===== src/rtl/itrd_pkg.sv =====
// ----------------------------------------------------------------------------
// itrd_pkg
// Shared types, widths and helpers for the integer to radix digit converter.
// ----------------------------------------------------------------------------
package itrd_pkg;

  localparam int MAX_DIGITS_DEF = 32;
  localparam int VALUE_BITS_DEF = 32;

  localparam int RADIX_W       = 5;
  localparam int DIGIT_W       = 4;
  localparam int CHAR_W        = 7;
  // quotient bits resolved per divider cycle
  localparam int DIV_STEP_BITS = 4;

  localparam logic [RADIX_W-1:0] RADIX_RESET = 5'd10;
  localparam logic [RADIX_W-1:0] RADIX_MIN   = 5'd2;
  localparam logic [RADIX_W-1:0] RADIX_MAX   = 5'd16;

  localparam logic [DIGIT_W-1:0] DIGIT_TEN   = 4'd10;
  localparam logic [CHAR_W-1:0]  CHAR_ZERO   = 7'd48;
  localparam logic [CHAR_W-1:0]  CHAR_ALPHA  = 7'd55;

  typedef enum logic [1:0] {
    S_IDLE,
    S_DIV,
    S_READ,
    S_LOAD
  } state_t;

  function automatic logic [RADIX_W-1:0] clamp_radix(input logic [RADIX_W-1:0] r);
    if (r < RADIX_MIN) begin
      return RADIX_MIN;
    end else if (r > RADIX_MAX) begin
      return RADIX_MAX;
    end
    return r;
  endfunction

  function automatic logic [CHAR_W-1:0] digit_to_char(input logic [DIGIT_W-1:0] d);
    if (d < DIGIT_TEN) begin
      return CHAR_ZERO + CHAR_W'(d);
    end
    return CHAR_ALPHA + CHAR_W'(d);
  endfunction

endpackage


===== src/rtl/itrd_ram.sv =====
// ----------------------------------------------------------------------------
// itrd_ram
// Generic single write port, single read port RAM with registered read data.
// ----------------------------------------------------------------------------
module itrd_ram #(
  parameter int WIDTH = 4,
  parameter int DEPTH = 32
) (
  input  logic                     clk,
  input  logic                     we,
  input  logic [$clog2(DEPTH)-1:0] waddr,
  input  logic [WIDTH-1:0]         wdata,
  input  logic                     re,
  input  logic [$clog2(DEPTH)-1:0] raddr,
  output logic [WIDTH-1:0]         rdata
);

  logic [WIDTH-1:0] mem [DEPTH];
  logic [WIDTH-1:0] rdata_r;

  always_ff @(posedge clk) begin
    if (we) begin
      mem[waddr] <= wdata;
    end
    // read data holds until the next read
    if (re) begin
      rdata_r <= mem[raddr];
    end
  end

  assign rdata = rdata_r;

endmodule


===== src/rtl/itrd_div.sv =====
// ----------------------------------------------------------------------------
// itrd_div
// Iterative divider by a small radix: several quotient bits per cycle,
// remainder kept below the radix so every step is a narrow compare/subtract.
// ----------------------------------------------------------------------------
module itrd_div #(
  parameter int VALUE_BITS = itrd_pkg::VALUE_BITS_DEF
) (
  input  logic                          clk,
  input  logic                          rst_n,
  input  logic                          start,
  input  logic [VALUE_BITS-1:0]         dividend,
  input  logic [itrd_pkg::RADIX_W-1:0]  radix,
  output logic                          done,
  output logic [VALUE_BITS-1:0]         quotient,
  output logic [itrd_pkg::DIGIT_W-1:0]  remainder
);

  import itrd_pkg::*;

  localparam int STEPS  = (VALUE_BITS + DIV_STEP_BITS - 1) / DIV_STEP_BITS;
  localparam int PAD    = STEPS * DIV_STEP_BITS;
  localparam int STEP_W = $clog2(STEPS);
  localparam logic [STEP_W-1:0] LAST_STEP = STEP_W'(STEPS - 1);

  logic [PAD-1:0]           dq_r, dq_nxt;
  logic [DIGIT_W-1:0]       rem_r, rem_nxt;
  logic [RADIX_W-1:0]       radix_r;
  logic [STEP_W-1:0]        step_r;
  logic                     busy_r;
  logic                     done_r;
  logic [DIV_STEP_BITS-1:0] qbits;
  logic [RADIX_W-1:0]       acc;

  // dividend shifts out at the top, quotient bits shift in at the bottom
  always_comb begin
    acc     = '0;
    rem_nxt = rem_r;
    qbits   = '0;
    for (int i = 0; i < DIV_STEP_BITS; i++) begin
      acc = {rem_nxt, dq_r[PAD-1-i]};
      if (acc >= radix_r) begin
        acc = acc - radix_r;
        qbits[DIV_STEP_BITS-1-i] = 1'b1;
      end
      rem_nxt = acc[DIGIT_W-1:0];
    end
    dq_nxt = {dq_r[PAD-DIV_STEP_BITS-1:0], qbits};
  end

  always_ff @(posedge clk) begin
    if (!rst_n) begin
      busy_r <= 1'b0;
      done_r <= 1'b0;
      step_r <= '0;
    end else if (start) begin
      busy_r <= 1'b1;
      done_r <= 1'b0;
      step_r <= '0;
    end else if (busy_r) begin
      step_r <= step_r + 1'b1;
      if (step_r == LAST_STEP) begin
        busy_r <= 1'b0;
        done_r <= 1'b1;
      end
    end else begin
      done_r <= 1'b0;
    end
  end

  always_ff @(posedge clk) begin
    if (start) begin
      dq_r    <= PAD'(dividend);
      rem_r   <= '0;
      radix_r <= radix;
    end else if (busy_r) begin
      dq_r    <= dq_nxt;
      rem_r   <= rem_nxt;
    end
  end

  assign done      = done_r;
  assign quotient  = dq_r[VALUE_BITS-1:0];
  assign remainder = rem_r;

endmodule


===== src/rtl/integer_to_radix_digits_top.sv =====
// ----------------------------------------------------------------------------
// integer_to_radix_digits_top
// Converts an unsigned integer into digits of a configurable radix.
// ----------------------------------------------------------------------------
// Input channel (in_valid / in_stall / in_value): one unsigned integer per
// transaction. in_stall is high from acceptance until the last digit has been
// loaded into the output register, and while a config write is pending.
// Output channel (out_valid / out_stall / out_*): one transaction per digit,
// most significant first, with its value, uppercase ASCII code and a flag on
// the final digit. A zero input gives the single digit 0.
// Config channel (cfg_valid / cfg_ready / cfg_radix): sets the radix; values
// below 2 act as 2, above 16 as 16. cfg_ready is high while no item is active
// and the output register is empty.
// Conversion: the iterative divider (4 quotient bits per cycle) yields one
// digit as the remainder and is restarted on the quotient for the next digit
// until the quotient is zero or the digit memory is full. Each digit is then
// read back from the digit memory through the S_READ and S_LOAD states, and
// the readout waits on any output stall.
// Reset (synchronous, rst_n low) sets the radix to 10 and clears all control
// state; the digit memory needs no clearing. While out_stall is high with a
// digit valid, the current digit holds and the readout pauses.
// ----------------------------------------------------------------------------
module integer_to_radix_digits_top #(
  parameter int MAX_DIGITS = itrd_pkg::MAX_DIGITS_DEF,
  parameter int VALUE_BITS = itrd_pkg::VALUE_BITS_DEF
) (
  input  logic                         clk,
  input  logic                         rst_n,
  input  logic                         in_valid,
  output logic                         in_stall,
  input  logic [VALUE_BITS-1:0]        in_value,
  output logic                         out_valid,
  input  logic                         out_stall,
  output logic [itrd_pkg::DIGIT_W-1:0] out_digit,
  output logic [itrd_pkg::CHAR_W-1:0]  out_digit_char,
  output logic                         out_last_digit,
  input  logic                         cfg_valid,
  output logic                         cfg_ready,
  input  logic [itrd_pkg::RADIX_W-1:0] cfg_radix
);

  import itrd_pkg::*;

  localparam int AW    = $clog2(MAX_DIGITS);
  localparam int CNT_W = $clog2(MAX_DIGITS + 1);
  localparam logic [CNT_W-1:0] LAST_CNT = CNT_W'(MAX_DIGITS - 1);
  localparam logic [CNT_W-1:0] ONE_CNT  = CNT_W'(1);

  state_t              state_r, state_nxt;
  logic [CNT_W-1:0]    count_r, count_dec;
  logic [RADIX_W-1:0]  radix_r, eff_radix;

  logic                out_valid_r;
  logic [DIGIT_W-1:0]  out_digit_r;
  logic [CHAR_W-1:0]   out_char_r;
  logic                out_last_r;

  logic                div_start, div_done;
  logic [VALUE_BITS-1:0] div_dividend, div_quot;
  logic [DIGIT_W-1:0]  div_rem;

  logic                ram_we, ram_re;
  logic [AW-1:0]       ram_waddr, ram_raddr;
  logic [DIGIT_W-1:0]  ram_rdata;

  logic                in_take, div_stop, out_free, out_load;

  assign eff_radix = clamp_radix(radix_r);
  assign count_dec = count_r - 1'b1;
  // a pending config write goes first
  assign in_take   = (state_r == S_IDLE) && in_valid && !cfg_valid;
  // digits run out, or the stack is full
  assign div_stop  = (div_quot == '0) || (count_r == LAST_CNT);
  assign out_free  = !out_valid_r || !out_stall;

  always_comb begin
    state_nxt = state_r;
    unique case (state_r)
      S_IDLE: begin
        if (in_take) begin
          state_nxt = S_DIV;
        end
      end
      S_DIV: begin
        if (div_done && div_stop) begin
          state_nxt = S_READ;
        end
      end
      S_READ: begin
        state_nxt = S_LOAD;
      end
      S_LOAD: begin
        if (out_free) begin
          state_nxt = (count_r == ONE_CNT) ? S_IDLE : S_READ;
        end
      end
      default: begin
        state_nxt = S_IDLE;
      end
    endcase
  end

  always_comb begin
    in_stall     = (state_r != S_IDLE) || cfg_valid;
    cfg_ready    = (state_r == S_IDLE) && !out_valid_r;
    div_start    = in_take || ((state_r == S_DIV) && div_done && !div_stop);
    div_dividend = (state_r == S_IDLE) ? in_value : div_quot;
    ram_we       = (state_r == S_DIV) && div_done;
    ram_waddr    = count_r[AW-1:0];
    ram_re       = (state_r == S_READ);
    ram_raddr    = count_dec[AW-1:0];
    out_load     = (state_r == S_LOAD) && out_free;
  end

  always_ff @(posedge clk) begin
    if (!rst_n) begin
      state_r     <= S_IDLE;
      count_r     <= '0;
      radix_r     <= RADIX_RESET;
      out_valid_r <= 1'b0;
    end else begin
      state_r <= state_nxt;
      if (cfg_valid && cfg_ready) begin
        radix_r <= cfg_radix;
      end
      if (in_take) begin
        count_r <= '0;
      end else if (ram_we) begin
        count_r <= count_r + 1'b1;
      end else if (out_load) begin
        count_r <= count_dec;
      end
      if (out_load) begin
        out_valid_r <= 1'b1;
      end else if (!out_stall) begin
        out_valid_r <= 1'b0;
      end
    end
  end

  always_ff @(posedge clk) begin
    if (out_load) begin
      out_digit_r <= ram_rdata;
      out_char_r  <= digit_to_char(ram_rdata);
      out_last_r  <= (count_r == ONE_CNT);
    end
  end

  itrd_div #(
    .VALUE_BITS (VALUE_BITS)
  ) u_div (
    .clk       (clk),
    .rst_n     (rst_n),
    .start     (div_start),
    .dividend  (div_dividend),
    .radix     (eff_radix),
    .done      (div_done),
    .quotient  (div_quot),
    .remainder (div_rem)
  );

  itrd_ram #(
    .WIDTH (DIGIT_W),
    .DEPTH (MAX_DIGITS)
  ) u_digit_store (
    .clk   (clk),
    .we    (ram_we),
    .waddr (ram_waddr),
    .wdata (div_rem),
    .re    (ram_re),
    .raddr (ram_raddr),
    .rdata (ram_rdata)
  );

  assign out_valid      = out_valid_r;
  assign out_digit      = out_digit_r;
  assign out_digit_char = out_char_r;
  assign out_last_digit = out_last_r;

endmodule

===== config.mk =====
export PLATFORM = sky130hd
export DESIGN_NAME = integer_to_radix_digits_top
export DESIGN_NICKNAME = d
export VERILOG_FILES = /design/src/rtl/itrd_pkg.sv /design/src/rtl/itrd_ram.sv /design/src/rtl/itrd_div.sv /design/src/rtl/integer_to_radix_digits_top.sv
export SDC_FILE = /design/constraint.sdc
export NUM_CORES = 1
export LEC_CHECK = 0
export ABC_AREA = 1
export BUFFER_PORTS_ARGS = -buffer_cell sky130_fd_sc_hd__buf_4
export CORE_ASPECT_RATIO = 2
export CORE_MARGIN = 2
export CORE_UTILIZATION = 30
export CTS_CLUSTER_SIZE = 8
export DETAILED_ROUTE_END_ITERATION = 16
export HOLD_SLACK_MARGIN = 0.12
export PLACE_DENSITY = 0.57
export SYNTH_ARGS = -nofsm -noshare
export SYNTH_HDL_FRONTEND = slang
export SYNTH_HIERARCHICAL = 1
export SYNTH_SLANG_ARGS = --single-unit

===== constraint.sdc =====
create_clock -name clk -period 4.23 [get_ports clk]
set_input_delay 0.423 -clock clk [delete_from_list [all_inputs] [get_ports clk]]
set_output_delay 0.423 -clock clk [all_outputs]
set_load 0.005 [all_outputs]

==> flow_metrics.py, run 1 <==
metrics = {
    "sta": {
        "max_freq_ghz": 0.228,
        "worst_pin_slew_ps": 1030,
        "setup-violations-final": 5,
        "hold_viol": 0,
        "worst_hold_slack_ps": 178,
        "rsz0062_at_grt": "yes",
        "layout_setup_ws_ps": -149,
        "post-route-min-period_ps": 4380,
        "post-route-period-util_pct": 104,
        "maxSlewViolCount": 0,
        "clock_skew_ps": 13.7,
        "max_slew_margin_pct": 31.0,
    },
    "floorplan": {
        "initial_core_util_pct": 30.4,
        "die_w_um": 134,
        "dieHeight_um": 265,
        "core_area_mm2": 0.0336,
        "io_pins": 57,
        "fp-row-count": 95,
        "fp.dieArea_mm2": 0.0356,
    },
    "yosys": {
        "synth_top_flop_cell": "edfxtp_1",
        "synthAdderAreaFrac_pct": 3.97,
        "synth_xor_area_share_pct": 1.20,
        "yosys_warnings": 6,
        "synth_area_mm2": 0.0102,
        "synth-compound-area-share_pct": 3.43,
        "synthSimpleGateAreaFrac_pct": 27.9,
        "async_reset_ff_share_pct": 0,
        "ys_seq_area_share_pct": 57.7,
        "synth_area_per_cell_um2": 9.24,
        "synth.distinct_cells": 39,
        "syn-num-nets": 1177,
        "synth_top_family_by_area": "simple AND/OR/NAND/NOR gates",
        "synth_enable_flop_cells": 181,
        "yosys-mux-area-fraction_pct": 0,
        "ys_ff_latch": 204,
        "synth_cells": 1105,
    },
    "finish": {
        "final_cell_mix": "429 x nand2_1, 181 x edfxtp_1, 125 x buf_4",
        "nets": 1298,
        "fill_cells": 3356,
        "drive_gt1_share_pct": 22.0,
        "area_growth_pct": 23.8,
        "multiInputGateArea_mm2": 0.00406,
        "layout_commonest_cell": "nand2_1",
        "final_area_mm2": 0.0126,
        "regArea_mm2": 0.00591,
        "fin_cells": 1684,
        "antenna_cells": 0,
    },
    "detailed_routing": {
        "drt.antenna.violating_nets": 0,
        "vias": 7957,
        "drtIter0Drc": 558,
        "wl_um": 27200,
        "wl_per_cell_um": 16.2,
        "drc": 0,
        "routed_via_density": 4.73,
        "detail_route.first_pass.iterations": 5,
    },
    "cts": {
        "cts_root_buf": "clkbuf_16",
        "h-tree-depth": 1,
        "clock_sinks": 204,
        "clkSlewWorstSetupHoldPaths_ps": 50,
        "cts_tree": "yes",
        "clk_latency_ps": 530,
        "numCtsBuffers": 29,
        "clk_path_buf_depth": 3,
    },
    "worst_setup_path": {
        "start_kind": "flip-flop",
        "startpoint": "u_div/quotient[31]",
        "endpoint_kind": "flip-flop",
        "crit_fanout": 7,
        "worstReg2RegStart": "u_div/quotient[31]",
        "crit_path_frequent_cell": "buf_4",
        "max_stage_delay_ps": 400,
        "criticalPathCategory": "flip-flop to flip-flop",
        "rrSetupSlack_ps": -150,
        "reg2reg_to": "u_div/remainder[2]",
        "critPathCapture": "u_div/remainder[2]",
        "required_ps": 4700,
        "slowest_stage": "edfxtp_1",
        "arrival_ps": 4850,
        "reg2regPathDepth": 32,
    },
    "global_routing": {
        "grt_pass1_wl_um": 42300,
        "antenna_found_initial": 0,
        "grt_max_degree": 65,
        "grt-ovfl-total": 0,
        "grt_pass1_vias": 8195,
        "grt_use_total_pct": 15.3,
    },
    "outcome": {
        "run_status": "finished with violations",
        "violations": "setup timing",
    },
    "place": {
        "placed_area_mm2": 0.0113,
        "gp_congestion": 0.875,
        "io_buffers": 56,
        "place_ws_ps": -233,
        "dp_cells": 1605,
        "dp_hpwl_um": 19000,
    },
    "power": {
        "power.leakage_nw": 5.25,
        "ir_drop_mv": 0.475,
        "power_density_mw_per_mm2": 836,
        "fin_total_pwr_w": 0.0106,
    },
    "run": {
        "maxCapViolations": 0,
    },
    "hold_path": {
        "hold_depth": 2,
        "min_path_type": "input port to flip-flop",
        "min_from": "rst_n",
    },
}
==> worst max-delay path: cells and delay by family (launching register included) <==
| family | cells | cell delay [ps] |
|---|---|---|
| AND/OR/NAND/NOR | 12 | 1100 |
| XOR/XNOR | 1 | 150 |
| flip-flops | 1 | 400 |
| AO/OA/AOI/OAI | 2 | 400 |
| buffers and inverters | 13 | 1310 |
| adder cells (fa/ha/maj) | 4 | 940 |
==> cell families after synthesis <==
kind of cell	after synthesis
flops	204
buf+inv	123
simple gates	676
compound gates	58
xor+xnor	14
fa+ha+maj	30
==> how the worst min path moves through the flow <==
| stage | endpoint |
|---|---|
| final | radix_r[1] |
| after global routing | radix_r[1] |
| after CTS | radix_r[1] |
| after detailed placement | count_r[5] |
| after global placement | count_r[5] |
| after floorplan | out_digit[0] |
==> layer usage <==
layer / vias to the layer above / global-route usage [%] / share of wire [%]
met5: - / 0 / 0
met3: 64 / 1.43 / 3.2
met4: 0 / 7.51 / 4.6
met1: 3810 / 14.7 / 35
li1: 3893 / - / -
met2: 190 / 31.3 / 58
==> power breakdown <==
part	leakage, nW	total (W)	internal (W)	switching (W)
registers	1.86	0.00279	0.00262	0.000171
logic	3.00	0.00571	0.00249	0.00321
clock network	0.388	0.00206	0.00127	0.000790
==> cell usage after synthesis, types with 5 or more instances <==
library cell  instances  area [um2]
a21oi_1              17        85.1
buf_2                12        60.1
buf_4                 6        45.0
buf_6                 9         101
clkbuf_1             10        37.5
dfxtp_1              23         460
edfxtp_1            181        5440
ha_1                 26         325
inv_1                64         240
inv_2                18        67.6
nand2_1             444        1670
nand2_2              14        87.6
nand3_1             124         621
nand4_1               5        31.3
nor2_1               71         267
nor2_2                6        37.5
o21ai_0              13        65.1
o21ai_1               9        45.0
o21ai_2               6        52.6
xnor2_1               7        61.3
xor2_1                7        61.3
==> through the flow <==
step	TNS (ps)	utilization, %
6_report	-626	37.6
5_1_grt	-1780	37.6
4_1_cts	-341	37.2
3_5_place_dp	-848	33.7
3_3_place_gp	-296	33.7
2_1_floorplan	0	-
==> registers in the layout, indices dropped and copies added, names as in the netlist <==
name / count
u_div/busy_r: 1
u_digit_store/mem: 128
out_last_digit: 1
u_div/remainder: 4
out_digit: 4
u_div/done: 1
u_div/radix_r: 5
u_div/quotient: 32
out_valid: 1
u_digit_store/rdata: 4
count_r: 6
state_r: 2
out_digit_char: 7
u_div/step_r: 3
radix_r: 5
==> repair_timing <==
| item | 4_1_cts | 5_1_grt |
|---|---|---|
| endpoints found under the setup margin | 5 | 5 |
| buffers inserted | 18 | 6 |
| hold endpoints to repair | 2 | 0 |
| hold buffers | 2 | 0 |
| pin swaps | 33 | 31 |
| resized for setup | 37 | 23 |
==> layout make-up <==
type                    count  area share, %
inverters                  82           2.47
well taps                 436           4.31
flip-flops and latches    204           46.7
clock inverters             1         0.0396
multi-input cells         778           32.1
repair buffers            131           7.94
clock buffers              52           6.42
(Power assumes the default switching activity.)
==> run 2: changes to the inputs <==
--- a/config.mk
+++ b/config.mk
@@ -16,5 +16,5 @@
 export PLACE_DENSITY = 0.57
 export SYNTH_ARGS = -nofsm -noshare
 export SYNTH_HDL_FRONTEND = slang
-export SYNTH_HIERARCHICAL = 1
 export SYNTH_SLANG_ARGS = --single-unit
+export TNS_END_PERCENT = 50
==> flow_metrics.py, run 2 <==
metrics = {
    "yosys": {
        "synth_common_cells": "203 x nand2_1, 181 x edfxtp_1, 173 x nor2_1",
        "synth_enable_flop_cells": 181,
        "synth_area_leaders": "edfxtp_1 57%, nand2_1 7.9%, nor2_1 6.8%, o21ai_0 5.2%, dfxtp_1 4.8%",
        "synth_top_area_share_pct": 56.5,
        "synth.distinct_cells": 35,
        "synth_most_common_cell": "nand2_1",
        "async_reset_ff_share_pct": 0,
        "synth_area_mm2": 0.00961,
        "yosysTopAreaCell": "edfxtp_1",
        "syn-num-nets": 1031,
        "synth_cells": 957,
        "yosys_warnings": 0,
        "synth_top_flop_cell": "edfxtp_1",
        "ys_seq_area_share_pct": 61.3,
        "ys_ff_latch": 204,
        "synth_area_per_cell_um2": 10.0,
    },
    "detailed_routing": {
        "wl_um": 25000,
        "routed_via_density": 4.67,
        "wl_per_cell_um": 16.5,
        "drtIter0Drc": 322,
        "drt.antenna.violating_nets": 0,
        "detail_route.first_pass.iterations": 5,
        "vias": 7075,
        "drc": 0,
    },
    "cts": {
        "clkSlewWorstSetupHoldPaths_ps": 60,
        "clock_sinks": 204,
        "clk_latency_ps": 570,
        "clk_path_buf_depth": 3,
        "cts_root_buf": "clkbuf_16",
        "cts_tree": "yes",
        "numCtsBuffers": 29,
        "h-tree-depth": 1,
    },
    "worst_setup_path": {
        "criticalPathCategory": "flip-flop to flip-flop",
        "arrival_ps": 5050,
        "required_ps": 4660,
        "crit_fanout": 8,
        "endpoint_kind": "flip-flop",
        "slowest_stage": "edfxtp_1",
        "start_kind": "flip-flop",
        "worstReg2RegStart": "u_div.radix_r[2]",
        "rrSetupSlack_ps": -390,
        "crit_path_frequent_cell": "inv_2",
        "reg2reg_to": "u_div.remainder[1]",
        "max_stage_delay_ps": 370,
        "reg2regPathDepth": 37,
    },
    "finish": {
        "layout_commonest_cell": "nand2_1",
        "area_growth_pct": 25.2,
        "fin_cells": 1516,
        "nets": 1154,
        "final_area_mm2": 0.0120,
        "antenna_cells": 0,
        "largest_reg_flops": 128,
        "fin_util_pct": 38.1,
        "drive_gt1_share_pct": 20.4,
        "final_cell_mix": "194 x nand2_1, 181 x edfxtp_1, 169 x nor2_1",
        "top_register": "u_digit_store.mem",
    },
    "sta": {
        "setup-violations-final": 5,
        "worst_pin_slew_ps": 870,
        "clock_skew_ps": 29.6,
        "post-route-period-util_pct": 109,
        "post-route-min-period_ps": 4620,
        "worst_hold_slack_ps": 137,
        "max_freq_ghz": 0.216,
        "max_slew_margin_pct": 42.0,
        "maxSlewViolCount": 0,
        "layout_setup_ws_ps": -392,
        "hold_viol": 0,
        "finalSetupTns_ps": -1780,
        "rsz0062_at_grt": "yes",
    },
    "global_routing": {
        "grt-ovfl-total": 0,
        "grt_max_degree": 69,
        "grt_use_total_pct": 15.2,
        "grt_pass1_vias": 7476,
        "antenna_found_initial": 0,
        "grt_pass1_wl_um": 39100,
    },
    "hold_path": {
        "hold_depth": 3,
        "min_from": "in_value[18]",
        "min_path_type": "input port to flip-flop",
        "hold_path_end": "u_div.quotient[18]",
    },
    "floorplan": {
        "initial_core_util_pct": 30.5,
        "fp-row-count": 92,
        "die_w_um": 131,
        "fp.dieArea_mm2": 0.0336,
        "dieHeight_um": 257,
        "io_pins": 57,
        "core_area_mm2": 0.0315,
    },
    "power": {
        "ir_drop_mv": 0.524,
        "power_density_mw_per_mm2": 662,
        "power.leakage_nw": 4.67,
    },
    "place": {
        "dp_cells": 1443,
        "io_buffers": 56,
        "placed_area_mm2": 0.0108,
        "gp_congestion": 0.901,
        "dp_hpwl_um": 17600,
    },
    "outcome": {
        "run_status": "finished with violations",
        "violations": "setup timing",
    },
    "run": {
        "maxCapViolations": 0,
    },
}
[run 2: changes by cell type in the layout (fill, tap and decap cells not counted), sizes merged, moves of 4 or more]
cell,before,now
dlygate4sd3,2,6
o21ai,28,114
o211ai,1,32
nor2,78,175
nand3,130,28
clkbuf,52,43
buf,129,121
nand2,460,206
[run 2: layout make-up]
class                           instances  area [um2]
Tap cell                              423         529
Multi-Input combinational cell        640        3500
Sequential cell                       204        5910
Inverter                               78         300
Clock inverter                          1        20.0
Timing Repair Buffer                  127         968
Fill cell                            3137       19500
Clock buffer                           43         800
[run 2: worst max path at each step]
stage / endpoint / cells after the start / startpoint
finish: u_div.remainder[1] / 37 / u_div.radix_r[2]
detailed placement: u_div.remainder[1] / 34 / u_div.radix_r[0]
CTS: u_div.remainder[1] / 36 / u_div.quotient[31]
global route: u_div.remainder[1] / 37 / u_div.radix_r[2]
floorplan: u_div.remainder[1] / 37 / u_div.radix_r[1]
global placement: u_div.remainder[1] / 34 / u_div.radix_r[0]
[run 2: per-stage QoR]
stage	setup WS [ps]	total power (W)
6_report	-392	0.00796
4_1_cts	-287	0.00790
5_1_grt	-722	0.00844
2_1_floorplan	2.67	0.00431
3_5_place_dp	-500	0.00535
3_3_place_gp	-356	0.00527
[run 2: where the power goes]
group / total, W / internal, W / switching [W]
Combinational: 0.00333 / 0.00147 / 0.00186
Clock: 0.00211 / 0.00128 / 0.000831
Sequential: 0.00252 / 0.00245 / 0.0000731
Total: 0.00796 / 0.00520 / 0.00276
[run 2: critical path: cells and delay by family (launching register included)]
family	cells	cell delay, ps
AOI/OAI and AO/OA	4	380
xor gates and xnor gates	1	210
adders and majority gates	4	1000
buffers and inverters	9	630
DFF	1	370
and+or+nand+nor	19	1870
[run 2: timing repair]
action,in CTS,in global routing
hold buffers,6,0
pin swaps,21,17
setup endpoints to repair,5,5
hold endpoints to repair,6,0
cloned,0,0
gates resized for setup,32,18
setup buffers,22,1
[run 2: cell families after synthesis]
group | after synthesis | synth area share (%)
compound gates | 176 | 10.2
fa+ha+maj | 32 | 4.48
buf+inv | 113 | 5.35
xor+xnor | 11 | 1.20
flops | 204 | 61.3
simple gates | 421 | 17.4
[run 2: layer usage]
layer,up-vias,GRT usage (%),wire (um)
li1,3504,-,-
met1,3393,13.4,8180
met2,119,31.8,15100
met3,59,1.79,603
met4,0,7.00,1120
met5,-,0,0
